[src/sv/brf_pkg.sv]
// shared constants, types and helpers of the broadcast ring fifo
package brf_pkg;

    localparam int DEPTH      = 16;
    localparam int READERS    = 4;
    localparam int DATA_WIDTH = 32;

    // ring index, entry count and ring size widths
    localparam int IDX_W  = (DEPTH > 1) ? $clog2(DEPTH) : 1;
    localparam int CNT_W  = IDX_W;
    localparam int SIZE_W = $clog2(DEPTH + 1);

    // external field widths
    localparam int CFG_W    = 5;
    localparam int WORD_W   = 32;
    localparam int RID_W    = 2;
    localparam int STATUS_W = 3;
    localparam int OCC_W    = 4;

    // compare width wide enough for the register and the ring size
    localparam int CMP_W = (SIZE_W > CFG_W) ? SIZE_W : CFG_W;

    localparam logic [READERS-1:0] ALL_READERS = {READERS{1'b1}};

    typedef enum logic [STATUS_W-1:0] {
        ST_PUSHED  = 3'd0,
        ST_FULL    = 3'd1,
        ST_EMPTY   = 3'd2,
        ST_KEPT    = 3'd3,
        ST_RETIRED = 3'd4
    } status_t;

    typedef enum logic {
        OP_PUSH = 1'b0,
        OP_READ = 1'b1
    } op_t;

    // slot write request from control to storage
    typedef struct packed {
        logic                  en;
        logic [IDX_W-1:0]      addr;
        logic [DATA_WIDTH-1:0] data;
    } wr_req_t;

    // clamp a ring size register value into 2..DEPTH
    function automatic logic [SIZE_W-1:0] clamp_size(input logic [CFG_W-1:0] v);
        logic [CMP_W-1:0] ext;
        logic [CMP_W-1:0] res;
        begin
            ext = CMP_W'(v);
            res = ext;
            if (ext < CMP_W'(2))
            begin
                res = CMP_W'(2);
            end
            if (ext > CMP_W'(DEPTH))
            begin
                res = CMP_W'(DEPTH);
            end
            return SIZE_W'(res);
        end
    endfunction

    // step a ring index, wrapping at the ring size
    function automatic logic [IDX_W-1:0] advance(input logic [IDX_W-1:0] idx,
                                                 input logic [SIZE_W-1:0] size);
        logic [SIZE_W:0] nxt;
        begin
            nxt = (SIZE_W + 1)'(idx) + (SIZE_W + 1)'(1);
            if (nxt >= (SIZE_W + 1)'(size))
            begin
                return '0;
            end
            return IDX_W'(nxt);
        end
    endfunction

endpackage

[src/sv/brf_store.sv]
// slot storage: one write port, one read port at the head index
module brf_store
(
    input  logic                               clk,
    input  brf_pkg::wr_req_t                   wr,
    input  logic [brf_pkg::IDX_W-1:0]          rd_addr,
    output logic [brf_pkg::DATA_WIDTH-1:0]     rd_data
);

    logic [brf_pkg::DATA_WIDTH-1:0] slot_reg [brf_pkg::DEPTH];

    // slot write
    always_ff @(posedge clk)
    begin
        if (wr.en)
        begin
            slot_reg[wr.addr] <= wr.data;
        end
    end

    // head read
    assign rd_data = slot_reg[rd_addr];

endmodule

[src/sv/brf_ctrl.sv]
// ring pointers, entry count, reader mask and per-operation result
module brf_ctrl
(
    input  logic                               clk,
    input  logic                               rst_n,
    input  logic                               cfg_wr_en,
    input  logic [brf_pkg::CFG_W-1:0]          cfg_wr_data,
    input  logic                               op_en,
    input  logic                               op_func,
    input  logic [brf_pkg::DATA_WIDTH-1:0]     op_word,
    input  logic [brf_pkg::RID_W-1:0]          op_reader,
    input  logic [brf_pkg::DATA_WIDTH-1:0]     rd_data,
    output brf_pkg::wr_req_t                   wr,
    output logic [brf_pkg::IDX_W-1:0]          rd_addr,
    output brf_pkg::status_t                   res_status,
    output logic [brf_pkg::WORD_W-1:0]         res_head,
    output logic [brf_pkg::OCC_W-1:0]          res_occ
);

    logic [brf_pkg::SIZE_W-1:0]  size_reg;
    logic [brf_pkg::IDX_W-1:0]   wr_idx_reg,  wr_idx_next;
    logic [brf_pkg::IDX_W-1:0]   rd_idx_reg,  rd_idx_next;
    logic [brf_pkg::CNT_W-1:0]   count_reg,   count_next;
    logic [brf_pkg::READERS-1:0] mask_reg,    mask_next;
    logic [brf_pkg::READERS-1:0] mask_marked;
    logic                        is_full;

    assign rd_addr = rd_idx_reg;
    assign is_full = (brf_pkg::SIZE_W'(count_reg) + brf_pkg::SIZE_W'(1)) >= size_reg;

    // mark the reader when its id is in range
    always_comb
    begin
        mask_marked = mask_reg;
        if (32'(op_reader) < brf_pkg::READERS)
        begin
            mask_marked = mask_reg | (brf_pkg::READERS'(1) << op_reader);
        end
    end

    // operation decode and next state
    always_comb
    begin
        wr_idx_next = wr_idx_reg;
        rd_idx_next = rd_idx_reg;
        count_next  = count_reg;
        mask_next   = mask_reg;
        wr.en       = 1'b0;
        wr.addr     = wr_idx_reg;
        wr.data     = op_word;
        res_status  = brf_pkg::ST_EMPTY;
        res_head    = '0;
        if (op_func == brf_pkg::OP_PUSH)
        begin
            if (is_full)
            begin
                res_status = brf_pkg::ST_FULL;
            end
            else
            begin
                wr.en       = op_en;
                wr_idx_next = brf_pkg::advance(wr_idx_reg, size_reg);
                count_next  = count_reg + brf_pkg::CNT_W'(1);
                res_status  = brf_pkg::ST_PUSHED;
            end
        end
        else if (count_reg != '0)
        begin
            res_head = brf_pkg::WORD_W'(rd_data);
            if (mask_marked == brf_pkg::ALL_READERS)
            begin
                rd_idx_next = brf_pkg::advance(rd_idx_reg, size_reg);
                count_next  = count_reg - brf_pkg::CNT_W'(1);
                mask_next   = '0;
                res_status  = brf_pkg::ST_RETIRED;
            end
            else
            begin
                mask_next  = mask_marked;
                res_status = brf_pkg::ST_KEPT;
            end
        end
        res_occ = brf_pkg::OCC_W'(count_next);
    end

    // state registers; a size write also empties the ring
    always_ff @(posedge clk or negedge rst_n)
    begin
        if (!rst_n)
        begin
            size_reg   <= brf_pkg::clamp_size(brf_pkg::CFG_W'(16));
            wr_idx_reg <= '0;
            rd_idx_reg <= '0;
            count_reg  <= '0;
            mask_reg   <= '0;
        end
        else if (cfg_wr_en)
        begin
            size_reg   <= brf_pkg::clamp_size(cfg_wr_data);
            wr_idx_reg <= '0;
            rd_idx_reg <= '0;
            count_reg  <= '0;
            mask_reg   <= '0;
        end
        else if (op_en)
        begin
            wr_idx_reg <= wr_idx_next;
            rd_idx_reg <= rd_idx_next;
            count_reg  <= count_next;
            mask_reg   <= mask_next;
        end
    end

endmodule

[src/sv/broadcast_ring_fifo.sv]
// top level: input register, ring control and storage, result register
// an accepted transfer is held in the input register until its result is registered
// throughput: one operation per cycle when not stalled; the ring state is updated by the
//   operation in the input register in one pass, so back-to-back operations see fresh state
// reset: pointers, count and reader mask clear, ring size returns to 16 slots;
//   slot contents are not cleared
module broadcast_ring_fifo
(
    input  logic                               clk,
    input  logic                               rst_n,
    input  logic                               cfg_wr_en,
    input  logic [brf_pkg::CFG_W-1:0]          cfg_wr_data,
    input  logic                               in_valid,
    output logic                               in_stall,
    input  logic                               func,
    input  logic [brf_pkg::WORD_W-1:0]         push_word,
    input  logic [brf_pkg::RID_W-1:0]          reader_id,
    output logic                               out_valid,
    input  logic                               out_stall,
    output logic [brf_pkg::STATUS_W-1:0]       status,
    output logic [brf_pkg::WORD_W-1:0]         head_word,
    output logic [brf_pkg::OCC_W-1:0]          occupancy
);

    logic                           s1_valid_reg;
    logic                           s1_func_reg;
    logic [brf_pkg::DATA_WIDTH-1:0] s1_word_reg;
    logic [brf_pkg::RID_W-1:0]      s1_reader_reg;
    logic                           s1_go;
    logic                           in_take;

    brf_pkg::wr_req_t               wr;
    logic [brf_pkg::IDX_W-1:0]      rd_addr;
    logic [brf_pkg::DATA_WIDTH-1:0] rd_data;
    brf_pkg::status_t               res_status;
    logic [brf_pkg::WORD_W-1:0]     res_head;
    logic [brf_pkg::OCC_W-1:0]      res_occ;

    logic [brf_pkg::STATUS_W-1:0]   status_reg;
    logic [brf_pkg::WORD_W-1:0]     head_reg;
    logic [brf_pkg::OCC_W-1:0]      occ_reg;
    logic                           out_valid_reg, out_valid_next;

    // flow control between the two registers
    assign s1_go    = s1_valid_reg && (!out_valid_reg || !out_stall);
    assign in_stall = s1_valid_reg && out_valid_reg && out_stall;
    assign in_take  = in_valid && !in_stall;

    // input register
    always_ff @(posedge clk or negedge rst_n)
    begin
        if (!rst_n)
        begin
            s1_valid_reg <= 1'b0;
        end
        else if (in_take || s1_go)
        begin
            s1_valid_reg <= in_take;
        end
    end

    always_ff @(posedge clk)
    begin
        if (in_take)
        begin
            s1_func_reg   <= func;
            s1_word_reg   <= brf_pkg::DATA_WIDTH'(push_word);
            s1_reader_reg <= reader_id;
        end
    end

    brf_ctrl u_ctrl
    (
        .clk         (clk),
        .rst_n       (rst_n),
        .cfg_wr_en   (cfg_wr_en),
        .cfg_wr_data (cfg_wr_data),
        .op_en       (s1_go),
        .op_func     (s1_func_reg),
        .op_word     (s1_word_reg),
        .op_reader   (s1_reader_reg),
        .rd_data     (rd_data),
        .wr          (wr),
        .rd_addr     (rd_addr),
        .res_status  (res_status),
        .res_head    (res_head),
        .res_occ     (res_occ)
    );

    brf_store u_store
    (
        .clk     (clk),
        .wr      (wr),
        .rd_addr (rd_addr),
        .rd_data (rd_data)
    );

    // result register
    assign out_valid_next = s1_go || (out_valid_reg && out_stall);

    always_ff @(posedge clk or negedge rst_n)
    begin
        if (!rst_n)
        begin
            out_valid_reg <= 1'b0;
        end
        else
        begin
            out_valid_reg <= out_valid_next;
        end
    end

    always_ff @(posedge clk)
    begin
        if (s1_go)
        begin
            status_reg <= res_status;
            head_reg   <= res_head;
            occ_reg    <= res_occ;
        end
    end

    assign out_valid = out_valid_reg;
    assign status    = status_reg;
    assign head_word = head_reg;
    assign occupancy = occ_reg;

endmodule

[config.mk]
export PLATFORM = sky130hd
export DESIGN_NAME = broadcast_ring_fifo
export DESIGN_NICKNAME = d
export VERILOG_FILES = /design/src/sv/brf_pkg.sv /design/src/sv/brf_store.sv /design/src/sv/brf_ctrl.sv /design/src/sv/broadcast_ring_fifo.sv
export SDC_FILE = /design/constraint.sdc
export NUM_CORES = 1
export LEC_CHECK = 0
export CELL_PAD_IN_SITES_DETAIL_PLACEMENT = 1
export CELL_PAD_IN_SITES_GLOBAL_PLACEMENT = 1
export CORE_MARGIN = 2
export CORE_UTILIZATION = 40
export CTS_CLUSTER_SIZE = 12
export DETAILED_ROUTE_END_ITERATION = 8
export DONT_BUFFER_PORTS = 1
export PLACE_DENSITY = 0.71
export SYNTH_ARGS = -nofsm -noshare
export SYNTH_HDL_FRONTEND = slang
export SYNTH_HIERARCHICAL = 1
export SYNTH_SLANG_ARGS = --single-unit
[constraint.sdc]
create_clock -name clk -period 11.1 [get_ports clk]
set_input_delay 0.555 -clock clk [delete_from_list [all_inputs] [get_ports clk]]
set_output_delay 0.555 -clock clk [all_outputs]
set_load 0.02 [all_outputs]
==> results of run 1 <==
stage by stage:
| step | setup slack, ns | power [W] |
|---|---|---|
| global route | 6.544 | 0.004932 |
| floorplan | 3.269 | 0.002721 |
| CTS | 6.828 | 0.004846 |
| detailed placement | 6.831 | 0.002767 |
| finish | 6.896 | 0.004788 |
| global placement | 6.851 | 0.002759 |
final timing paths:
| check | depth (start not counted) | slack, ns | end | from |
|---|---|---|---|---|
| setup / recovery | 9 | 6.90 | u_store/slot_reg[3][15] | u_ctrl/count_reg[0] |
| hold / removal | 1 | 0.04 | u_ctrl/wr_idx_reg[2] | cfg_wr_en |
| setup reg to reg | 9 | 6.90 | u_store/slot_reg[3][15] | u_ctrl/count_reg[0] |
| hold reg to reg | 1 | 0.51 | out_valid | s1_valid_reg |
| max in group asynchronous | 2 | 10.45 | u_ctrl/size_reg[4] | rst_n |
| min in group asynchronous | 2 | 0.41 | s1_valid_reg | rst_n |
area by class of cell:
cell class,instances,area (um2),share of cell area
diodes,1,2.502,0.00009422
clock inverters,22,209.0,0.007867
clock buffers,81,1793,0.06751
flip-flops and latches,609,18180,0.6845
well taps,773,967.2,0.03641
multi-input cells,443,5139,0.1935
inverters,11,41.29,0.001555
repair buffers,28,227.7,0.008574
cell usage in the layout (no fill, tap or decap), types with 14 or more instances in the layout:
cell | Yosys | layout
a22oi_1 | 64 | 64
and2_1 | 35 | 33
buf_4 | 41 | 25
clkbuf_16 | 0 | 70
dfrtp_1 | 22 | 20
edfxtp_1 | 586 | 586
ha_1 | 19 | 19
mux4_2 | 128 | 128
nand2_1 | 47 | 47
nor2_4 | 0 | 14
what timing repair did:
item / CTS / global route
resized for setup: 0 / 0
hold buffers: 3 / 0
hold endpoints to repair: 24 / 0
logic make-up (layout without fill, tap and decap cells):
kind of cell               Yosys count  in the layout  synth area share
other                                0              1                 0
AOI/OAI and AO/OA                  116            116           0.03570
and+or+nand+nor                    165            165           0.03692
xor gates and xnor gates             9              9          0.003327
buffers and inverters               96            142           0.02250
DFF                                609            609            0.7671
adders and majority gates           19             19           0.01003
muxes                              134            134            0.1244
routing by layer:
metal  GRT usage  part of all wire  vias up
li1            -                 -     4682
met1      0.2461              0.43     5984
met2      0.2870              0.48      384
met3     0.03849             0.060      100
met4     0.05689             0.029        0
met5           0                 0        -
critical path, cell delays in order, from the launching register on:
cell and delay [ns]:
dfrtp_1 0.48, ha_1 0.28, xor2_1 0.15, ha_1 0.31
a21oi_1 0.16, o21ai_0 0.21, a21o_1 0.35, inv_1 0.26
or3b_2 0.59, nor2_4 1.00
power breakdown:
part,internal (W),leakage [nW],switching (W)
logic,0.0000319,1.68,0.0000606
clock network,0.00123,0.982,0.000841
registers,0.00257,5.63,0.0000599
==> results.py, run 1 <==
metrics = {
    "global_routing": {
        "grt_max_degree": 64,
        "grt_usage": 0.1790,
        "grt_pass1_wl_um": 79650,
        "antenna_found_initial": 2,
        "gr-total-overflow": 0,
        "grt_pass1_vias": 11900,
    },
    "die": {
        "die_y_um": 247.4,
        "die_area_um2": 61190,
        "row_count": 89,
        "die_w_um": 247.4,
        "start_util": 0.4029,
        "ios": 86,
        "core_area_um2": 58800,
    },
    "sta": {
        "worst_slew_pin_slew_ns": 1.284,
        "tns_ns": 0,
        "rsz0062_at_grt": "false",
        "holdWs_ns": 0.04238,
        "fmax_mhz": 237.9,
        "finalCriticalPeriod_ns": 4.204,
        "hold_viol": 0,
        "slew_headroom": 0.1419,
        "finalSetupViolations": 0,
        "slew_viol_final": 0,
        "fin_crit_sh": 0.3787,
        "skew_ns": 0.02367,
    },
    "synth": {
        "syn_inst": 1148,
        "ys.flop_type": "edfxtp_1",
        "synth.top_cells.by_count": "edfxtp_1 (586), mux4_2 (128), a22oi_1 (64)",
        "synth.distinct_cells": 52,
        "synthArstFlopShare": 0.03777,
        "ys_warn_count": 6,
        "ys_ff_latch": 609,
        "syn_nets": 1212,
        "yosysMostFrequentCell": "edfxtp_1",
        "netlist.area_leader.share": 0.7428,
        "synth_area_um2": 23690,
        "ys_seq_area_frac": 0.7671,
        "synth-edff-count": 586,
        "synth_area_leaders": "edfxtp_1 (74%), mux4_2 (12%), dfrtp_1 (2.3%)",
        "synth_area_leader_cell": "edfxtp_1",
        "synth_area_per_cell_um2": 20.64,
    },
    "clocking": {
        "clock_path_buffers": 3,
        "clockRootBuffer": "clkbuf_16",
        "cts_setup_buffers": 0,
        "cts_tree": "yes",
        "cts.clk_slew.worst_paths_ns": 0.06,
        "cts_made_buffers": 67,
        "cts_sinks": 609,
        "insertion_delay_ns": 0.59,
        "htreeDepth": 3,
    },
    "drt": {
        "dr.pass1.iters": 5,
        "antenna_left": 0,
        "finalWirelength_um": 53030,
        "first_iter_violations": 1087,
        "viasPerCell": 5.666,
        "post-route-drc-count": 0,
        "num_vias": 11150,
        "wl_per_cell_um": 26.95,
    },
    "pwr": {
        "pwr_density_cell_nw_per_um2": 180.3,
        "p_leak_nw": 8.299,
        "ir_drop_uv": 129.9,
    },
    "worst_setup_path": {
        "worstSetupEndpointType": "flop",
        "worstSetupPathType": "flop to flop",
        "start_kind": "flop",
        "cp_max_fo": 32,
        "crit_arrival_ns": 4.39,
        "required_ns": 11.29,
    },
    "placement": {
        "placed_cells": 1861,
        "dpl.hpwl_um": 28930,
        "io_buffer_count": 0,
        "dpl_cell_area_um2": 24520,
        "gp_routability_congestion": 0.7168,
    },
    "cells_and_area": {
        "final_core_util": 0.4517,
        "fin_cells": 1968,
        "areaGrowthSynthToFinish_pct": 12.11,
        "largest_reg_flops": 512,
        "fin_area_um2": 26560,
        "final_nets": 1224,
        "drive_gt1_frac": 0.2312,
        "fillers": 5384,
    },
    "outcome": {
        "status": "finished clean",
    },
    "worst_hold_path": {
        "hp-class": "primary input to flop",
    },
    "job": {
        "max_cap_viol_count": 0,
    },
}
Note: power is estimated with default switching activity, not from simulation.
==> run 2, diff against run 1 <==
--- a/config.mk
+++ b/config.mk
@@ -12,7 +12,7 @@
 export CTS_CLUSTER_SIZE = 12
 export DETAILED_ROUTE_END_ITERATION = 8
 export DONT_BUFFER_PORTS = 1
-export PLACE_DENSITY = 0.71
+export PLACE_DENSITY = 0.73
 export SYNTH_ARGS = -nofsm -noshare
 export SYNTH_HDL_FRONTEND = slang
 export SYNTH_HIERARCHICAL = 1
==> constraint.sdc (replaced) <==
create_clock -name clk -period 3.5 [get_ports clk]
set_input_delay 0.175 -clock clk [delete_from_list [all_inputs] [get_ports clk]]
set_output_delay 0.175 -clock clk [all_outputs]
set_load 0.02 [all_outputs]
==> results.py, run 2 (same netlist as run 1, synthesis figures left out) <==
metrics = {
    "sta": {
        "fin_ws_ns": 0.2065,
        "finalSetupViolations": 0,
        "skew_ns": 0.02287,
        "finalCriticalPeriod_ns": 3.293,
        "rsz0062_at_grt": "false",
        "fin_crit_sh": 0.9410,
        "worst_slew_pin_slew_ns": 0.9202,
        "slew_viol_final": 0,
        "hold_viol": 0,
        "slew_headroom": 0.3865,
        "fmax_mhz": 303.6,
    },
    "drt": {
        "post-route-drc-count": 0,
        "num_vias": 11250,
        "antenna_left": 0,
        "finalWirelength_um": 53050,
        "dr.pass1.iters": 5,
        "first_iter_violations": 854,
        "wl_per_cell_um": 26.11,
        "viasPerCell": 5.535,
    },
    "worst_setup_path": {
        "required_ns": 3.74,
        "r2r-start": "u_ctrl/count_reg[0]",
        "rrSetupSlack_ns": 0.21,
        "reg2reg_depth": 10,
        "start_kind": "flop",
        "cp-startpoint": "u_ctrl/count_reg[0]",
        "worstSetupPathType": "flop to flop",
        "crit_arrival_ns": 3.54,
        "worstSetupEndpointType": "flop",
        "r2r-end": "u_store/slot_reg[8][20]",
        "cp_max_fo": 19,
        "crit_end": "u_store/slot_reg[8][20]",
    },
    "placement": {
        "dpl.hpwl_um": 30730,
        "dpl_cell_area_um2": 24810,
        "gp_routability_congestion": 0.7674,
        "io_buffer_count": 0,
        "pre_cts_ws_ns": 0.1955,
    },
    "die": {
        "row_count": 89,
        "start_util": 0.4029,
        "ios": 86,
        "core_area_um2": 58800,
        "die_w_um": 247.4,
        "die_area_um2": 61190,
        "die_y_um": 247.4,
    },
    "clocking": {
        "cts.clk_slew.worst_paths_ns": 0.06,
        "cts_sinks": 609,
        "cts_made_buffers": 66,
        "cts_tree": "yes",
        "htreeDepth": 3,
        "insertion_delay_ns": 0.60,
        "clockRootBuffer": "clkbuf_16",
        "clock_path_buffers": 3,
    },
    "cells_and_area": {
        "fillers": 5377,
        "final_common_cell": "edfxtp_1",
        "final_nets": 1284,
        "diodes": 0,
        "final_core_util": 0.4646,
        "final_cell_mix": "edfxtp_1 (586), mux4_2 (128), clkbuf_16 (70), a22oi_1 (64), nand2_1 (47)",
        "fin_area_um2": 27310,
        "areaGrowthSynthToFinish_pct": 15.29,
        "drive_gt1_frac": 0.2367,
        "largest_reg_flops": 512,
    },
    "pwr": {
        "p_leak_nw": 8.588,
        "ir_drop_uv": 435.8,
        "finalPower_w": 0.01532,
        "pwr_density_cell_nw_per_um2": 561.0,
    },
    "global_routing": {
        "grt_pass1_wl_um": 80890,
        "grt_pass1_vias": 12380,
        "antenna_found_initial": 2,
        "grt_usage": 0.1802,
        "grt_max_degree": 71,
        "gr-total-overflow": 0,
    },
    "job": {
        "max_cap_viol_count": 0,
    },
    "worst_hold_path": {
        "hp-class": "primary input to asynchronous set/reset pin",
    },
    "outcome": {
        "status": "finished clean",
    },
}
[run 2: per-stage QoR]
stage | setup TNS (ns) | instances | hold slack [ns]
after floorplan | -8.798 | 1148 | -0.1206
after global placement | 0 | 1879 | -0.1201
after detailed placement | 0 | 1879 | -0.1201
after CTS | 0 | 2032 | 0.02252
after global routing | 0 | 2032 | 0.05664
final | 0 | 2032 | 0.04735
[run 2: what timing repair did]
item | in CTS | in global routing
endpoints found under the setup margin | 0 | 76
resized for setup | 0 | 2
hold endpoints to repair | 80 | 0
hold buffers | 46 | 0
setup buffers | 0 | 0
[run 2: critical path, cell delays in order, from the launching register on]
cell	delay, ns
dfrtp_2	0.47
ha_1	0.27
xor2_1	0.17
ha_1	0.31
a21oi_1	0.15
o21ai_0	0.20
a21o_1	0.27
inv_6	0.11
nand3b_1	0.33
nor3_4	0.25
buf_4	0.39
[run 2: report_power, final]
group | total, W | switching [W] | internal (W) | leakage [nW]
Combinational | 0.000348 | 0.000207 | 0.000141 | 1.97
Sequential | 0.00833 | 0.000195 | 0.00814 | 5.63
Clock | 0.00664 | 0.00271 | 0.00393 | 0.989
Total | 0.0153 | 0.00311 | 0.0122 | 8.59
[run 2: per-layer routing]
| metal | vias up | routed length [um] | part of all wire | global-route usage |
|---|---|---|---|---|
| met5 | - | 0 | 0 | 0 |
| met4 | 0 | 1605 | 0.030 | 0.06992 |
| met3 | 107 | 2903 | 0.055 | 0.03330 |
| met2 | 350 | 26440 | 0.50 | 0.2960 |
| met1 | 5989 | 22100 | 0.42 | 0.2396 |
| li1 | 4801 | - | - | - |
[run 2: worst min-delay path by stage]
stage,from,end,slack (ns),cells after the start
detailed placement,rst_n,s1_valid_reg,-0.12,0
floorplan,rst_n,out_valid,-0.12,0
global route,rst_n,u_ctrl/wr_idx_reg[1],0.06,2
CTS,cfg_wr_en,u_ctrl/rd_addr[2],0.02,3
finish,rst_n,u_ctrl/wr_idx_reg[1],0.05,2
global placement,rst_n,out_valid,-0.12,0
[run 2: layout make-up]
cell class | count | area, um2 | share of cell area
sequential | 609 | 18180 | 0.6657
clock inverter | 22 | 211.5 | 0.007741
inverter | 11 | 46.29 | 0.001695
timing repair buffer | 89 | 922.1 | 0.03376
clock buffer | 85 | 1818 | 0.06656
multi-input combinational | 443 | 5166 | 0.1891
tap | 773 | 967.2 | 0.03541
==> run 3, diff against run 2 <==
--- a/config.mk
+++ b/config.mk
@@ -7,6 +7,7 @@
 export LEC_CHECK = 0
 export CELL_PAD_IN_SITES_DETAIL_PLACEMENT = 1
 export CELL_PAD_IN_SITES_GLOBAL_PLACEMENT = 1
+export CORE_ASPECT_RATIO = 1.75
 export CORE_MARGIN = 2
 export CORE_UTILIZATION = 40
 export CTS_CLUSTER_SIZE = 12
==> constraint.sdc (replaced) <==
create_clock -name clk -period 3.5 [get_ports clk]
set_input_delay 0.175 -clock clk [delete_from_list [all_inputs] [get_ports clk]]
set_output_delay 0.175 -clock clk [all_outputs]
set_load 0.05 [all_outputs]
==> results.py, run 3 (same netlist as run 1, synthesis figures left out) <==
metrics = {
    "cells_and_area": {
        "ff_latch_area_um2": 18180,
        "multiInputGateArea_um2": 5165,
        "drive_gt1_frac": 0.2244,
        "largest_reg_flops": 512,
        "final_common_cell": "edfxtp_1",
        "final_nets": 1276,
        "diodes": 0,
        "final_cell_mix": "edfxtp_1 (586), mux4_2 (128), a22oi_1 (64), clkbuf_16 (60), dlygate4sd3_1 (48)",
        "fillers": 5347,
        "areaGrowthSynthToFinish_pct": 14.07,
    },
    "sta": {
        "finalSetupViolations": 0,
        "finalCriticalPeriod_ns": 3.268,
        "fmax_mhz": 306.0,
        "fin_crit_sh": 0.9337,
        "rsz0062_at_grt": "false",
        "fin_ws_ns": 0.2320,
        "hold_viol": 0,
        "worst_slew_pin_slew_ns": 1.006,
        "slew_headroom": 0.3276,
        "slew_viol_final": 0,
        "skew_ns": 0.01858,
    },
    "global_routing": {
        "grt_max_degree": 78,
        "antenna_found_initial": 1,
        "gr-total-overflow": 0,
        "grt_pass1_wl_um": 79320,
        "grt_usage": 0.1753,
        "grt_pass1_vias": 12380,
    },
    "clocking": {
        "clock_path_buffers": 3,
        "cts_sinks": 609,
        "htreeDepth": 2,
        "insertion_delay_ns": 0.60,
        "cts_tree": "yes",
        "clockRootBuffer": "clkbuf_16",
        "cts.clk_slew.worst_paths_ns": 0.07,
        "cts_setup_buffers": 0,
        "cts_made_buffers": 58,
        "cts_resized": 0,
    },
    "die": {
        "die_y_um": 325.9,
        "row_count": 118,
        "ios": 86,
        "start_util": 0.4022,
        "die_w_um": 188.0,
        "die_area_um2": 61270,
        "core_area_um2": 58910,
    },
    "outcome": {
        "status": "finished clean",
    },
    "drt": {
        "wl_per_cell_um": 26.21,
        "viasPerCell": 5.476,
        "post-route-drc-count": 0,
        "finalWirelength_um": 52690,
        "dr.pass1.iters": 5,
        "first_iter_violations": 868,
        "num_vias": 11010,
        "antenna_left": 0,
    },
    "pwr": {
        "pwr_density_cell_nw_per_um2": 533.8,
        "finalPower_w": 0.01443,
        "p_leak_nw": 8.405,
        "ir_drop_uv": 329.4,
    },
    "worst_setup_path": {
        "start_kind": "flop",
        "crit_end": "u_store/slot_reg[0][13]",
        "r2r-start": "u_ctrl/count_reg[0]",
        "required_ns": 3.77,
        "cp-startpoint": "u_ctrl/count_reg[0]",
        "worstSetupPathType": "flop to flop",
        "rrSetupSlack_ns": 0.23,
        "worstSetupEndpointType": "flop",
        "cp_max_fo": 32,
        "crit_arrival_ns": 3.54,
        "r2r-end": "u_store/slot_reg[0][13]",
        "reg2reg_depth": 10,
    },
    "placement": {
        "pre_cts_ws_ns": 0.2457,
        "io_buffer_count": 0,
        "dpl.hpwl_um": 30580,
        "gp_routability_congestion": 0.7485,
    },
    "worst_hold_path": {
        "hp-class": "primary input to flop",
    },
    "job": {
        "max_cap_viol_count": 0,
    },
}
run 3: cell types whose count changed in the layout (fill, tap and decap cells not counted), sizes merged:
| cell | previous run | this run |
|---|---|---|
| clkinvlp | 1 | 0 |
| bufinv | 4 | 1 |
| dlygate4sd3 | 45 | 48 |
| inv | 11 | 12 |
| buf | 44 | 41 |
| clkbuf | 85 | 73 |
| clkinv | 17 | 3 |
run 3: critical path, stage by stage (launching register included):
cell and delay, ns:
dfrtp_1 0.48, ha_1 0.28, xor2_1 0.15, ha_1 0.30
a21oi_1 0.15, o21ai_0 0.20, a21o_1 0.27, inv_6 0.10
or3b_4 0.45, nor3_4 0.26, buf_12 0.28
run 3: power breakdown:
part / total, W / internal, W / leakage [nW] / switching, W
Clock: 0.00566 / 0.00315 / 0.791 / 0.00251
Sequential: 0.00841 / 0.00814 / 5.63 / 0.000270
Combinational: 0.000355 / 0.000142 / 1.98 / 0.000213
run 3: cell type report:
cell class / count / share of cell area
clock buffer: 73 / 0.05773
clock inverter: 5 / 0.002130
inverter: 11 / 0.001713
multi-input combinational: 443 / 0.1911
sequential: 609 / 0.6728
tap: 780 / 0.03611
timing repair buffer: 89 / 0.03843
run 3: worst min-delay path by stage:
| stage | from | endpoint | slack [ns] | cells past startpoint |
|---|---|---|---|---|
| after floorplan | rst_n | out_valid | -0.12 | 0 |
| after global placement | rst_n | u_ctrl/count_reg[2] | -0.12 | 0 |
| after detailed placement | rst_n | u_ctrl/count_reg[2] | -0.12 | 0 |
| after CTS | cfg_wr_en | u_ctrl/rd_addr[2] | 0.02 | 3 |
| after global routing | cfg_wr_en | u_ctrl/rd_addr[2] | 0.06 | 3 |
| final | cfg_wr_en | u_ctrl/rd_addr[2] | 0.06 | 3 |
run 3: metal layers:
metal  global-route usage  up-vias  wire length, um
li1                     -     4765                -
met1               0.2008     5845            19610
met2               0.3246      279            28890
met3              0.02435      118             1991
met4              0.07703        0             2193
met5                    0        -                0
run 3: timing repair:
item,CTS,global route
setup endpoints to repair,0,0
hold buffers,49,0
endpoints found under the hold margin,81,0
run 3: stage by stage:
| stage | cells | setup TNS, ns | cell area (um2) | utilization | hold slack [ns] |
|---|---|---|---|---|---|
| 5_1_grt | 2010 | 0 | 27030 | 0.4588 | 0.06023 |
| 3_5_place_dp | 1883 | 0 | 24910 | 0.4228 | -0.1196 |
| 4_1_cts | 2010 | 0 | 27030 | 0.4588 | 0.02019 |
| 3_3_place_gp | 1883 | 0 | 24910 | 0.4228 | -0.1195 |
| 6_report | 2010 | 0 | 27030 | 0.4588 | 0.05639 |
| 2_1_floorplan | 1148 | -5.939 | 23810 | - | -0.1206 |
